## src/hw/rtl/ebbd_pkg.sv

```systemverilog
// ebbd_pkg: shared types and constants of the energy band beat decimator
// band codes, register indexes, pending store sizing, controller/datapath structs
// no dependencies
`timescale 1ns / 1ps
`default_nettype none

package ebbd_pkg;

   // pending store sizing
   localparam int PEND_DEPTH = 32;
   localparam int PTR_W      = $clog2(PEND_DEPTH);
   localparam int CNT_W      = $clog2(PEND_DEPTH + 1);
   localparam int SUM_W      = PTR_W + 1;

   // field widths
   localparam int TIME_W   = 32;
   localparam int ENERGY_W = 16;
   localparam int BAND_W   = 2;
   localparam int DIV_W    = 8;
   localparam int CSR_IDX_W  = 3;
   localparam int CSR_DATA_W = 32;

   // band codes
   localparam logic [BAND_W-1:0] BAND_CALM    = 2'd0;
   localparam logic [BAND_W-1:0] BAND_NORMAL  = 2'd1;
   localparam logic [BAND_W-1:0] BAND_FRANTIC = 2'd2;

   // register indexes
   localparam logic [CSR_IDX_W-1:0] REG_LOW_THRESHOLD   = 3'd0;
   localparam logic [CSR_IDX_W-1:0] REG_HIGH_THRESHOLD  = 3'd1;
   localparam logic [CSR_IDX_W-1:0] REG_MIN_SECTION     = 3'd2;
   localparam logic [CSR_IDX_W-1:0] REG_CALM_DIVISOR    = 3'd3;
   localparam logic [CSR_IDX_W-1:0] REG_NORMAL_DIVISOR  = 3'd4;
   localparam logic [CSR_IDX_W-1:0] REG_FRANTIC_DIVISOR = 3'd5;

   // commands from the controller
   typedef struct packed {
      logic take;          // latch the request word
      logic first_beat;    // open the first section of a run
      logic new_section;   // open a new, unsettled section
      logic merge_section; // unsettled section takes the committed band
      logic set_settled;   // mark the section settled
      logic write_beat;    // append the beat to the pending store
      logic commit;        // commit the head of the pending store
      logic merge;         // commit with the committed band instead of the stored one
      logic flush_held;    // send the held word as the last one of this beat
      logic run_reset;     // return run state to reset
   } ctrl_cmd_type;

   // status back to the controller
   typedef struct packed {
      logic seen;
      logic band_diff;
      logic settled;
      logic full;
      logic empty;
      logic head_go;
      logic out_free;
      logic held_valid;
      logic last;
   } dp_status_type;

endpackage

`default_nettype wire

```

## src/hw/rtl/energy_band_beat_decimator.sv

```systemverilog
// energy_band_beat_decimator: top level, controller plus datapath
// each beat runs through the controller states; output stalls can hold it
// one beat at a time: a new beat is taken only in idle; a beat that flushes the pending store
//   reads each head entry through the registered head read before it commits
// reset: synchronous, active high; the pending store needs no clearing pass
`timescale 1ns / 1ps
`default_nettype none

module energy_band_beat_decimator (
   input  wire                               clock,
   input  wire                               reset,
   input  wire                               req_valid,
   output logic                              req_stall,
   input  wire  [ebbd_pkg::TIME_W-1:0]       req_beat_time,
   input  wire  [ebbd_pkg::ENERGY_W-1:0]     req_energy,
   input  wire                               req_last_beat,
   output logic                              rsp_valid,
   input  wire                               rsp_stall,
   output logic [ebbd_pkg::TIME_W-1:0]       rsp_kept_time,
   output logic [ebbd_pkg::BAND_W-1:0]       rsp_kept_band,
   output logic                              rsp_run_end,
   input  wire                               csr_valid,
   output logic                              csr_ready,
   input  wire  [ebbd_pkg::CSR_IDX_W-1:0]    csr_index,
   input  wire  [ebbd_pkg::CSR_DATA_W-1:0]   csr_wdata
);
   import ebbd_pkg::*;

   ctrl_cmd_type  cmd;
   dp_status_type status;

   // sequencer
   ebbd_ctrl u_ctrl (
      .clock     (clock),
      .reset     (reset),
      .req_valid (req_valid),
      .req_stall (req_stall),
      .status    (status),
      .cmd       (cmd)
   );

   // datapath
   ebbd_datapath u_datapath (
      .clock         (clock),
      .reset         (reset),
      .req_beat_time (req_beat_time),
      .req_energy    (req_energy),
      .req_last_beat (req_last_beat),
      .csr_valid     (csr_valid),
      .csr_ready     (csr_ready),
      .csr_index     (csr_index),
      .csr_wdata     (csr_wdata),
      .rsp_valid     (rsp_valid),
      .rsp_stall     (rsp_stall),
      .rsp_kept_time (rsp_kept_time),
      .rsp_kept_band (rsp_kept_band),
      .rsp_run_end   (rsp_run_end),
      .cmd           (cmd),
      .status        (status)
   );

endmodule

`default_nettype wire

```

## src/hw/rtl/ebbd_ctrl.sv

```systemverilog
// ebbd_ctrl: sequencer of the energy band beat decimator
// walks each beat through section update, store drains, write and end of run
// depends on ebbd_pkg
`timescale 1ns / 1ps
`default_nettype none

module ebbd_ctrl (
   input  wire                    clock,
   input  wire                    reset,
   input  wire                    req_valid,
   output logic                   req_stall,
   input  wire ebbd_pkg::dp_status_type status,
   output ebbd_pkg::ctrl_cmd_type  cmd
);
   import ebbd_pkg::*;

   localparam logic [3:0] S_IDLE  = 4'd0;
   localparam logic [3:0] S_CLASS = 4'd1;
   localparam logic [3:0] S_RD    = 4'd2;
   localparam logic [3:0] S_EV    = 4'd3;
   localparam logic [3:0] S_POST1 = 4'd4;
   localparam logic [3:0] S_FULL  = 4'd5;
   localparam logic [3:0] S_WRITE = 4'd6;
   localparam logic [3:0] S_LAST  = 4'd7;
   localparam logic [3:0] S_RESET = 4'd8;
   localparam logic [3:0] S_FLUSH = 4'd9;

   logic [3:0] state_ff, state_in;
   logic [3:0] ret_ff, ret_in;
   logic       merge_ff, merge_in;

   assign req_stall = (state_ff != S_IDLE);

   // next state and commands
   always_comb begin
      state_in  = state_ff;
      ret_in    = ret_ff;
      merge_in  = merge_ff;
      cmd       = '0;
      cmd.merge = merge_ff;
      case (state_ff)
         S_IDLE: begin
            if (req_valid) begin
               cmd.take = 1'b1;
               state_in = S_CLASS;
            end
         end
         S_CLASS: begin
            if (!status.seen) begin
               cmd.first_beat = 1'b1;
               state_in       = S_FULL;
            end else if (status.band_diff) begin
               if (status.settled) begin
                  merge_in = 1'b0;
                  ret_in   = S_POST1;
               end else begin
                  cmd.merge_section = 1'b1;
                  merge_in          = 1'b1;
                  ret_in            = S_FULL;
               end
               state_in = S_RD;
            end else begin
               state_in = S_FULL;
            end
         end
         // wait for the head entry read
         S_RD: begin
            if (status.empty) begin
               state_in = ret_ff;
            end else begin
               state_in = S_EV;
            end
         end
         S_EV: begin
            if (!status.head_go) begin
               state_in = ret_ff;
            end else if (status.out_free) begin
               cmd.commit = 1'b1;
               state_in   = S_RD;
            end
         end
         S_POST1: begin
            cmd.new_section = 1'b1;
            state_in        = S_FULL;
         end
         // a full store settles the section and drains
         S_FULL: begin
            if (status.full) begin
               cmd.set_settled = 1'b1;
               merge_in        = 1'b0;
               ret_in          = S_WRITE;
               state_in        = S_RD;
            end else begin
               state_in = S_WRITE;
            end
         end
         S_WRITE: begin
            cmd.write_beat = 1'b1;
            merge_in       = 1'b0;
            ret_in         = S_LAST;
            state_in       = S_RD;
         end
         // end of run: merge an unsettled section, drain all
         S_LAST: begin
            if (status.last) begin
               merge_in        = !status.settled;
               cmd.set_settled = 1'b1;
               ret_in          = S_RESET;
               state_in        = S_RD;
            end else begin
               state_in = S_FLUSH;
            end
         end
         S_RESET: begin
            cmd.run_reset = 1'b1;
            state_in      = S_FLUSH;
         end
         S_FLUSH: begin
            if (!status.held_valid) begin
               state_in = S_IDLE;
            end else if (status.out_free) begin
               cmd.flush_held = 1'b1;
               state_in       = S_IDLE;
            end
         end
         default: begin
            state_in = S_IDLE;
         end
      endcase
   end

   // state registers
   always_ff @(posedge clock) begin
      if (reset) begin
         state_ff <= S_IDLE;
         ret_ff   <= S_IDLE;
         merge_ff <= 1'b0;
      end else begin
         state_ff <= state_in;
         ret_ff   <= ret_in;
         merge_ff <= merge_in;
      end
   end

endmodule

`default_nettype wire

```

## src/hw/rtl/ebbd_datapath.sv

```systemverilog
// ebbd_datapath: registers, pending store, divisor counter and output path
// of the energy band beat decimator
// depends on ebbd_pkg, driven by ebbd_ctrl
`timescale 1ns / 1ps
`default_nettype none

module ebbd_datapath (
   input  wire                               clock,
   input  wire                               reset,
   input  wire  [ebbd_pkg::TIME_W-1:0]       req_beat_time,
   input  wire  [ebbd_pkg::ENERGY_W-1:0]     req_energy,
   input  wire                               req_last_beat,
   input  wire                               csr_valid,
   output logic                              csr_ready,
   input  wire  [ebbd_pkg::CSR_IDX_W-1:0]    csr_index,
   input  wire  [ebbd_pkg::CSR_DATA_W-1:0]   csr_wdata,
   output logic                              rsp_valid,
   input  wire                               rsp_stall,
   output logic [ebbd_pkg::TIME_W-1:0]       rsp_kept_time,
   output logic [ebbd_pkg::BAND_W-1:0]       rsp_kept_band,
   output logic                              rsp_run_end,
   input  wire ebbd_pkg::ctrl_cmd_type       cmd,
   output ebbd_pkg::dp_status_type           status
);
   import ebbd_pkg::*;

   // configuration registers
   logic [ENERGY_W-1:0] low_thr_ff, high_thr_ff;
   logic [TIME_W-1:0]   min_sec_ff;
   logic [DIV_W-1:0]    calm_div_ff, normal_div_ff, frantic_div_ff;

   // latched request word
   logic [TIME_W-1:0] item_time_ff;
   logic [BAND_W-1:0] item_band_ff;
   logic              item_last_ff;
   logic [BAND_W-1:0] req_band;

   // run state
   logic [TIME_W-1:0] sec_start_ff;
   logic [BAND_W-1:0] sec_band_ff;
   logic              settled_ff, seen_ff, any_commit_ff;
   logic [BAND_W-1:0] committed_ff;
   logic [DIV_W-1:0]  phase_ff;

   // pending store
   logic [TIME_W-1:0] pend_time_ff [PEND_DEPTH];
   logic [BAND_W-1:0] pend_band_ff [PEND_DEPTH];
   logic [PTR_W-1:0]  head_ff;
   logic [CNT_W-1:0]  count_ff;
   logic [TIME_W-1:0] rd_time_ff;
   logic [BAND_W-1:0] rd_band_ff;
   logic [SUM_W-1:0]  tail_sum;
   logic [PTR_W-1:0]  tail;
   logic [PTR_W-1:0]  head_next;

   // held and output words
   logic              held_valid_ff;
   logic [TIME_W-1:0] held_time_ff;
   logic [BAND_W-1:0] held_band_ff;
   logic              rsp_valid_ff;
   logic [TIME_W-1:0] rsp_time_ff;
   logic [BAND_W-1:0] rsp_band_ff;
   logic              rsp_end_ff;
   logic              out_free;

   // commit arithmetic
   logic [BAND_W-1:0] c_band;
   logic [DIV_W-1:0]  c_div;
   logic [DIV_W-1:0]  ph_a, ph_b, ph_c;
   logic              c_keep;
   logic [TIME_W-1:0] sec_len;

   function automatic logic [DIV_W-1:0] div_fix(input logic [DIV_W-1:0] d);
      div_fix = (d == '0) ? DIV_W'(1) : d;
   endfunction

   assign csr_ready = 1'b1;

   // band of the incoming beat, calm test first
   always_comb begin
      if (req_energy < low_thr_ff) begin
         req_band = BAND_CALM;
      end else if (req_energy > high_thr_ff) begin
         req_band = BAND_FRANTIC;
      end else begin
         req_band = BAND_NORMAL;
      end
   end

   // store addressing
   assign tail_sum  = SUM_W'(head_ff) + SUM_W'(count_ff);
   assign tail      = (tail_sum >= SUM_W'(PEND_DEPTH)) ?
                      PTR_W'(tail_sum - SUM_W'(PEND_DEPTH)) : PTR_W'(tail_sum);
   assign head_next = (head_ff == PTR_W'(PEND_DEPTH - 1)) ? '0 : head_ff + PTR_W'(1);

   // divisor counter step for the head entry
   always_comb begin
      c_band = cmd.merge ? committed_ff : rd_band_ff;
      case (c_band)
         BAND_CALM:    c_div = div_fix(calm_div_ff);
         BAND_FRANTIC: c_div = div_fix(frantic_div_ff);
         default:      c_div = div_fix(normal_div_ff);
      endcase
      ph_a   = (any_commit_ff && (c_band != committed_ff)) ? '0 : phase_ff;
      ph_b   = (ph_a >= c_div) ? '0 : ph_a;
      c_keep = (ph_b == '0);
      ph_c   = ((ph_b + DIV_W'(1)) >= c_div) ? '0 : ph_b + DIV_W'(1);
   end

   assign sec_len  = item_time_ff - sec_start_ff;
   assign out_free = !rsp_valid_ff || !rsp_stall;

   // status
   always_comb begin
      status.seen       = seen_ff;
      status.band_diff  = (item_band_ff != sec_band_ff);
      status.settled    = settled_ff;
      status.full       = (count_ff == CNT_W'(PEND_DEPTH));
      status.empty      = (count_ff == '0);
      status.head_go    = cmd.merge || settled_ff || (rd_band_ff == committed_ff);
      status.out_free   = out_free;
      status.held_valid = held_valid_ff;
      status.last       = item_last_ff;
   end

   // configuration writes
   always_ff @(posedge clock) begin
      if (reset) begin
         low_thr_ff     <= ENERGY_W'(19661);
         high_thr_ff    <= ENERGY_W'(45875);
         min_sec_ff     <= '0;
         calm_div_ff    <= DIV_W'(1);
         normal_div_ff  <= DIV_W'(1);
         frantic_div_ff <= DIV_W'(1);
      end else if (csr_valid) begin
         case (csr_index)
            REG_LOW_THRESHOLD:   low_thr_ff     <= csr_wdata[ENERGY_W-1:0];
            REG_HIGH_THRESHOLD:  high_thr_ff    <= csr_wdata[ENERGY_W-1:0];
            REG_MIN_SECTION:     min_sec_ff     <= csr_wdata[TIME_W-1:0];
            REG_CALM_DIVISOR:    calm_div_ff    <= csr_wdata[DIV_W-1:0];
            REG_NORMAL_DIVISOR:  normal_div_ff  <= csr_wdata[DIV_W-1:0];
            REG_FRANTIC_DIVISOR: frantic_div_ff <= csr_wdata[DIV_W-1:0];
            default: ;
         endcase
      end
   end

   // request word
   always_ff @(posedge clock) begin
      if (cmd.take) begin
         item_time_ff <= req_beat_time;
         item_band_ff <= req_band;
         item_last_ff <= req_last_beat;
      end
   end

   // section and commit state
   always_ff @(posedge clock) begin
      if (reset || cmd.run_reset) begin
         sec_start_ff  <= '0;
         sec_band_ff   <= BAND_NORMAL;
         settled_ff    <= 1'b0;
         seen_ff       <= 1'b0;
         any_commit_ff <= 1'b0;
         committed_ff  <= BAND_NORMAL;
         phase_ff      <= '0;
         head_ff       <= '0;
         count_ff      <= '0;
      end else begin
         if (cmd.first_beat) begin
            seen_ff      <= 1'b1;
            sec_start_ff <= item_time_ff;
            sec_band_ff  <= item_band_ff;
            settled_ff   <= 1'b1;
         end
         if (cmd.new_section) begin
            sec_start_ff <= item_time_ff;
            sec_band_ff  <= item_band_ff;
            settled_ff   <= 1'b0;
         end
         if (cmd.merge_section) begin
            sec_band_ff <= committed_ff;
         end
         if (cmd.set_settled) begin
            settled_ff <= 1'b1;
         end
         if (cmd.write_beat) begin
            count_ff <= count_ff + CNT_W'(1);
            if (sec_len >= min_sec_ff) begin
               settled_ff <= 1'b1;
            end
         end
         if (cmd.commit) begin
            phase_ff      <= ph_c;
            committed_ff  <= c_band;
            any_commit_ff <= 1'b1;
            head_ff       <= head_next;
            count_ff      <= count_ff - CNT_W'(1);
         end
      end
   end

   // pending store memory with registered head read
   always_ff @(posedge clock) begin
      if (cmd.write_beat) begin
         pend_time_ff[tail] <= item_time_ff;
         pend_band_ff[tail] <= item_band_ff;
      end
      rd_time_ff <= pend_time_ff[head_ff];
      rd_band_ff <= pend_band_ff[head_ff];
   end

   // held word and output register control
   always_ff @(posedge clock) begin
      if (reset) begin
         held_valid_ff <= 1'b0;
         rsp_valid_ff  <= 1'b0;
      end else begin
         if (cmd.commit && c_keep) begin
            held_valid_ff <= 1'b1;
         end else if (cmd.flush_held) begin
            held_valid_ff <= 1'b0;
         end
         if ((cmd.commit && c_keep && held_valid_ff) || cmd.flush_held) begin
            rsp_valid_ff <= 1'b1;
         end else if (!rsp_stall) begin
            rsp_valid_ff <= 1'b0;
         end
      end
   end

   // held word and output register payload
   always_ff @(posedge clock) begin
      if (cmd.commit && c_keep) begin
         held_time_ff <= rd_time_ff;
         held_band_ff <= c_band;
      end
      if ((cmd.commit && c_keep && held_valid_ff) || cmd.flush_held) begin
         rsp_time_ff <= held_time_ff;
         rsp_band_ff <= held_band_ff;
         rsp_end_ff  <= cmd.flush_held;
      end
   end

   assign rsp_valid     = rsp_valid_ff;
   assign rsp_kept_time = rsp_time_ff;
   assign rsp_kept_band = rsp_band_ff;
   assign rsp_run_end   = rsp_end_ff;

endmodule

`default_nettype wire
```

## config.mk

```make
export PLATFORM = sky130hd
export DESIGN_NAME = energy_band_beat_decimator
export DESIGN_NICKNAME = d
export VERILOG_FILES = /design/src/hw/rtl/ebbd_pkg.sv /design/src/hw/rtl/energy_band_beat_decimator.sv /design/src/hw/rtl/ebbd_ctrl.sv /design/src/hw/rtl/ebbd_datapath.sv
export SDC_FILE = /design/constraint.sdc
export NUM_CORES = 2
export LEC_CHECK = 0
export ABC_CLOCK_PERIOD_IN_PS = 11300
export BUFFER_PORTS_ARGS = -buffer_cell sky130_fd_sc_hd__buf_2
export CORE_MARGIN = 2
export CORE_UTILIZATION = 30
export DETAILED_ROUTE_END_ITERATION = 7
export PLACE_DENSITY = 0.54
export SLEW_MARGIN = 10
export SYNTH_ARGS = -nofsm -noshare
export SYNTH_HDL_FRONTEND = slang
export SYNTH_SLANG_ARGS = --single-unit
```

## constraint.sdc

```tcl
create_clock -name clock -period 11.3 [get_ports clock]
set_clock_uncertainty 0.1 [all_clocks]
set_input_delay 3.39 -clock clock [delete_from_list [all_inputs] [get_ports clock]]
set_output_delay 3.39 -clock clock [all_outputs]
set_load 0.02 [all_outputs]
```

* Word-level counts from Yosys, hierarchy flattened *
Memory sizes are Yosys's and may differ from the RTL's. A register that Yosys moved wholly into a read port is not among the register bits.
Cells that the tools add are included.

storage, ports and cells
  register bits after elaboration = 261
  bits in latches = 0
  bits in writable memories = 1088
  memory bits (read-only) = 0
  output and inout port bits = 38
  memories kept = 2

memory list
  name                     words  width  rd ports  clocked after memory_dff  write ports  line                 text
  u_datapath.pend_time_ff  32     32     1         1                         1            ebbd_datapath.sv:46  logic [TIME_W-1:0] pend_time_ff [PEND_DEPTH];
  u_datapath.pend_band_ff  32     2      1         1                         1            ebbd_datapath.sv:47  logic [BAND_W-1:0] pend_band_ff [PEND_DEPTH];

cells by class
  add/sub/neg operators = 7
  $mul = 0
  divide/modulo/power cells = 0
  magnitude comparators = 6
  equal/unequal tests = 28
  shifts and indexed selects = 0
  muxes and demuxes = 70
  bitwise logic cells = 0
  reduce and logical (&&, ||, !) cells = 33

operators by type and width
  cell                 number
  $mux 32              2
  $mux 8               6
  $mux 4               11
  $pmux 4 s10          1
  $mux 1               34
  $ge 32x32->1         1
  $logic_not 8->1      4
  $sub 32x32->32       1
  $eq 4x3->1 const B   4
  $ge 8x8->1           2
  $gt 16x16->1         1
  $lt 16x16->1         1
  $pmux 4 s4           1
  $pmux 8 s2           1
  $mux 6               2
  $reduce_and 2->1     6
  $mux 2               5
  $mux 5               2
  $mux 3               3
  $add 8x1->8 const B  1
  $eq 4x2->1 const B   2
  $eq 4x4->1 const B   2
  $reduce_bool 4->1    2
  $add 5x6->6          1
  other kinds (31)     48

* Logic depth before layout (Yosys ltp) *
  word-level depth = 11
  depth in mapped cells = 21
  gate-level depth less buffers = 21

* By module *
From an unflattened synthesis, not the netlist that was laid out.

unflattened totals
  cell total of the unflattened synthesis = 3134
  area, all modules = 55734.7 µm²

by module, submodules not included
  module         instances  cells each  area an instance (µm²)  sequential area each (µm²)
  ebbd_datapath  1          3044        55026.5                 39437.8
  ebbd_ctrl      1          90          708.2                   180.2

* Worst setup path after synthesis *
No wires, ideal clock.

  kind = input-to-reg
  start point = in rsp_stall
  end point = reg u_datapath.rsp_band_ff[0], in the netlist u_datapath.rsp_kept_band[0] (enable)
  arrival time = 5614 ps
  required time = 10810 ps
  setup slack = 5197 ps
  stages = 6
  path through = nand2_1 > nand3_1 > clkinv_1 > o21a_1 > a21oi_1 > inv_1

RTL lines
  element                 line                              text
  start: declaration      energy_band_beat_decimator.sv:18  input wire rsp_stall,
  end signal: assignment  ebbd_datapath.sv:240              rsp_band_ff <= held_band_ff;
  end: declaration        ebbd_datapath.sv:62               logic [BAND_W-1:0] rsp_band_ff;

* Worst setup path after layout *
  start point = reg u_ctrl.state_ff[0]
  end point = out req_stall

between the ends
  word-level cells in the longest chain between the ends = 1

ends and longest elaborated chain
  element                   line                              text
  start: declaration        ebbd_ctrl.sv:28                   logic [3:0] state_ff, state_in;
  start signal: assignment  ebbd_ctrl.sv:139                  state_ff <= state_in;
  $reduce_bool 4->1         ebbd_ctrl.sv:32                   assign req_stall = (state_ff != S_IDLE);
  end: declaration          energy_band_beat_decimator.sv:13  output logic req_stall,

No other way between the ends.

==> impl_metrics.env <==
export IMPL_clkSinkCount=1383
export IMPL_cts_setup_buffers=0
export IMPL_num_vias=28771
export IMPL_ir_worst_vdd_uv=147
export IMPL_postSynth_asyncResetShare_pct=0
export IMPL_io_pins=127
export IMPL_drtPass1Iterations=5
export IMPL_synth_cells=3104
export IMPL_ant_nets=0
export IMPL_wl_mm=138
export IMPL_seq_area_frac_synth_pct=71.5
export IMPL_synth_cell_types=69
export IMPL_avgRoutedWirePerCell_microns=23.4
export IMPL_synth_area_per_cell_sq_um=17.9
export IMPL_cts_tree="done"
export IMPL_syn2layout_area_growth_pct=15.8
export IMPL_die_area_sq_mm=0.188
export IMPL_core_sq_mm=0.183
export IMPL_htreeDepth=4
export IMPL_path_class="register to output port"
export IMPL_powerDensity_mw_per_mm2=192
export IMPL_utilization_pct=35.0
export IMPL_power_switching_uw=3160
export IMPL_routed_via_density=4.87
export IMPL_cts_resized=0
export IMPL_chipHeight_microns=434
export IMPL_p_int_uw=9150
export IMPL_die_w_microns=434
export IMPL_synthFlopType="edfxtp_1"
export IMPL_worstPathMaxFanout=20
export IMPL_min_path_cells=0
export IMPL_worstPathRequired_ns=7.81
export IMPL_yosys_warnings=0
export IMPL_first_global_vias=29551
export IMPL_hold_class="register to register"
export IMPL_clk_latency_ns=0.77
export IMPL_port_buffers=125
export IMPL_synth_nets=3314
export IMPL_swShare_pct=25.6
export IMPL_drv_slew=0
export IMPL_total_power_uw=12300
export IMPL_cts_made_buffers=145
export IMPL_antenna_found_initial=18
export IMPL_status="finished, final reports clean"
export IMPL_fin_crit_sh_pct=51.6
export IMPL_cp_start_kind="register"
export IMPL_fmax_mhz=171
export IMPL_rr_worst_depth=21
export IMPL_rsz0062_at_grt="no"
export IMPL_grt_pass1_wl_mm=201
export IMPL_start_util_pct=30.2
export IMPL_sequentialPowerShare_pct=48.9
export IMPL_dp_cells=5643
export IMPL_clk_pin_slew_ns=0.06
export IMPL_setup_tns_final_ns=0
export IMPL_cts_hold_buf=0
export IMPL_drt_iter0_drc=2613
export IMPL_drive_above_1_share_pct=24.5
export IMPL_rows=157
export IMPL_final_cells=5911
export IMPL_crit_arrival_ns=2.35
export IMPL_worst_slew_pin_slew_ns=1.30
export IMPL_pre_cts_slack_ns=5.22
export IMPL_grt_ovfl_total=0
export IMPL_hold_viol=0
export IMPL_p_comb_share_pct=13.3
export IMPL_drv_cap=0
export IMPL_netlist_area_sq_mm=0.0554
export IMPL_drc=0
export IMPL_fin_ws_ns=5.46
export IMPL_end_kind="output port"
export IMPL_synth_edff_count=1192
export IMPL_max_clock_path_buffers=3
export IMPL_hpwlAfterDp_mm=79.0
export IMPL_setup_viol=0
export IMPL_leakagePower_uw=0.0202
export IMPL_period_needed_ns=5.84
export IMPL_nFillCells=17185
export IMPL_gp_congestion=0.796
export IMPL_fin_nets=3537
export IMPL_relSlewSlack_pct=13.6
export IMPL_ys_ff_latch=1383
export IMPL_cts_root_buf="clkbuf_16"
export IMPL_grt_start_max_net_pins=102
export IMPL_power_frac_clock_pct=37.8
export IMPL_grt_usage_pct=14.7
-- layout make-up --
type	instances	area [sq um]	share of cell area, %
Sequential cell	1383	39600	61.8
Multi-Input combinational cell	1469	15100	23.5
Clock buffer	190	3920	6.12
Tap cell	2464	3080	4.81
Timing Repair Buffer	209	1280	2.00
Clock inverter	76	694	1.08
Inverter	119	447	0.696
Antenna cell	1	2.50	0.00390
-- cells in the mapped netlist, types with 4 or more instances --
cell type,n,area [sq um]
nand3_1,22,110
buf_2,28,140
nor3b_1,4,30.0
a21o_1,46,345
and2_1,9,56.3
a31oi_1,5,31.3
o21a_1,11,82.6
and4_1,5,43.8
a211o_1,17,149
and3_1,8,50.1
nor3_1,21,105
nand2b_1,16,100
o21ai_0,32,160
nor4_1,7,43.8
nor2b_1,13,81.3
ha_1,118,1480
mux2i_1,11,110
buf_1,4,15.0
nor2_1,125,469
a211oi_1,11,82.6
mux2_2,34,383
or4_1,9,67.6
xor2_1,20,175
o2111ai_1,4,35.0
inv_1,117,439
nand2_1,270,1010
edfxtp_1,1192,35800
xnor2_1,29,254
mux4_2,340,7660
o211ai_1,9,67.6
clkbuf_1,100,375
nand3b_1,11,82.6
dfxtp_1,191,3820
nand4_1,12,75.1
or3_1,9,56.3
a21oi_1,196,981
-- power groups by stage --
| stage | Clock, uW | Sequential [uW] | Combinational (uW) |
|---|---|---|---|
| 5_1_grt | 4940 | 6040 | 1870 |
| 6_report | 4650 | 6020 | 1640 |
| 2_1_floorplan | 0 | 6180 | 1040 |
| 4_1_cts | 4750 | 6030 | 1640 |
| 3_5_place_dp | 0 | 6140 | 1630 |
| 3_3_place_gp | 0 | 6130 | 1620 |
-- critical path, cell delays in order (launching register included) --
cell and delay (ns):
dfxtp_1 0.54, nor3_1 0.59, nand2b_1 0.23, buf_2 0.23
-- state kept, by name, indices dropped and copies added, names as in the netlist, 16 cells and up --
signal                    count
u_datapath.item_time_ff      32
u_datapath.high_thr_ff       16
u_datapath.rd_time_ff        32
u_datapath.min_sec_ff        32
u_datapath.held_time_ff      32
u_datapath.pend_band_ff      64
u_datapath.pend_time_ff    1024
u_datapath.sec_start_ff      32
u_datapath.rsp_kept_time     32
u_datapath.low_thr_ff        16
-- metal layers --
metal  global-route usage, %  part of all wire (%)  wire length (microns)  up-vias
met5                       0                 0.086                    119        -
met4                    4.04                   2.1                   2890       20
met3                    2.74                   5.9                   8090      202
met2                    23.5                    47                  65200      808
met1                    20.5                    45                  61900    15018
li1                        -                     -                      -    12723
-- stage by stage --
step | area, sq um | hold WS (ns)
after floorplan | 55400 | 0.286
after global placement | 59500 | 0.288
after detailed placement | 59500 | 0.289
after CTS | 64100 | 0.289
after global routing | 64100 | 0.288
final | 64100 | 0.288
-- cells by family (layout without fill, tap and decap cells) --
kind of cell             after synthesis  after routing  synth area share [%]
multiplexers                         386            386                  14.7
flip-flops                          1383           1383                  71.5
other                                  1              2               0.00677
AND/OR/NAND/NOR                      554            554                  4.51
XOR/XNOR                              49             49                 0.775
adder cells (fa/ha/maj)              121            121                  2.77
buffers and inverters                252            594                  1.78
AO/OA/AOI/OAI                        358            358                  3.93
-- placed cells by master, fill, tap and decap left out, types with 9 or more instances in the layout --
| master | n |
|---|---|
| edfxtp_1 | 1192 |
| mux4_2 | 340 |
| nand2_1 | 270 |
| a21oi_1 | 196 |
| dfxtp_1 | 186 |
| clkbuf_16 | 149 |
| buf_2 | 125 |
| ha_1 | 118 |
| inv_1 | 116 |
| nor2_1 | 91 |
| buf_4 | 82 |
| a21o_1 | 45 |
| clkbuf_1 | 37 |
| mux2_2 | 34 |
| nor2_4 | 33 |
| o21ai_0 | 32 |
| clkinv_1 | 30 |
| xnor2_1 | 29 |
| nand3_1 | 22 |
| xor2_1 | 20 |
| nor3_1 | 19 |
| a211o_1 | 17 |
| nand2b_1 | 16 |
| clkinv_2 | 16 |
| nor2b_1 | 13 |
| nand4_1 | 12 |
| a211oi_1 | 11 |
| mux2i_1 | 11 |
| nand3b_1 | 11 |
| o21a_1 | 10 |
| and2_1 | 9 |
| or4_1 | 9 |
| o211ai_1 | 9 |
| or3_1 | 9 |
| bufinv_16 | 9 |
-- final timing paths --
kind / start / end / slack, ns
setup / recovery: u_ctrl.state_ff[0] / req_stall / 5.46
hold / removal: u_datapath.rd_time_ff[21] / u_datapath.held_time_ff[21] / 0.29
setup reg to reg: u_datapath.item_time_ff[0] / u_datapath.settled_ff / 5.75
hold reg to reg: u_datapath.rd_time_ff[21] / u_datapath.held_time_ff[21] / 0.29
Power figures use the tool's default switching activity.
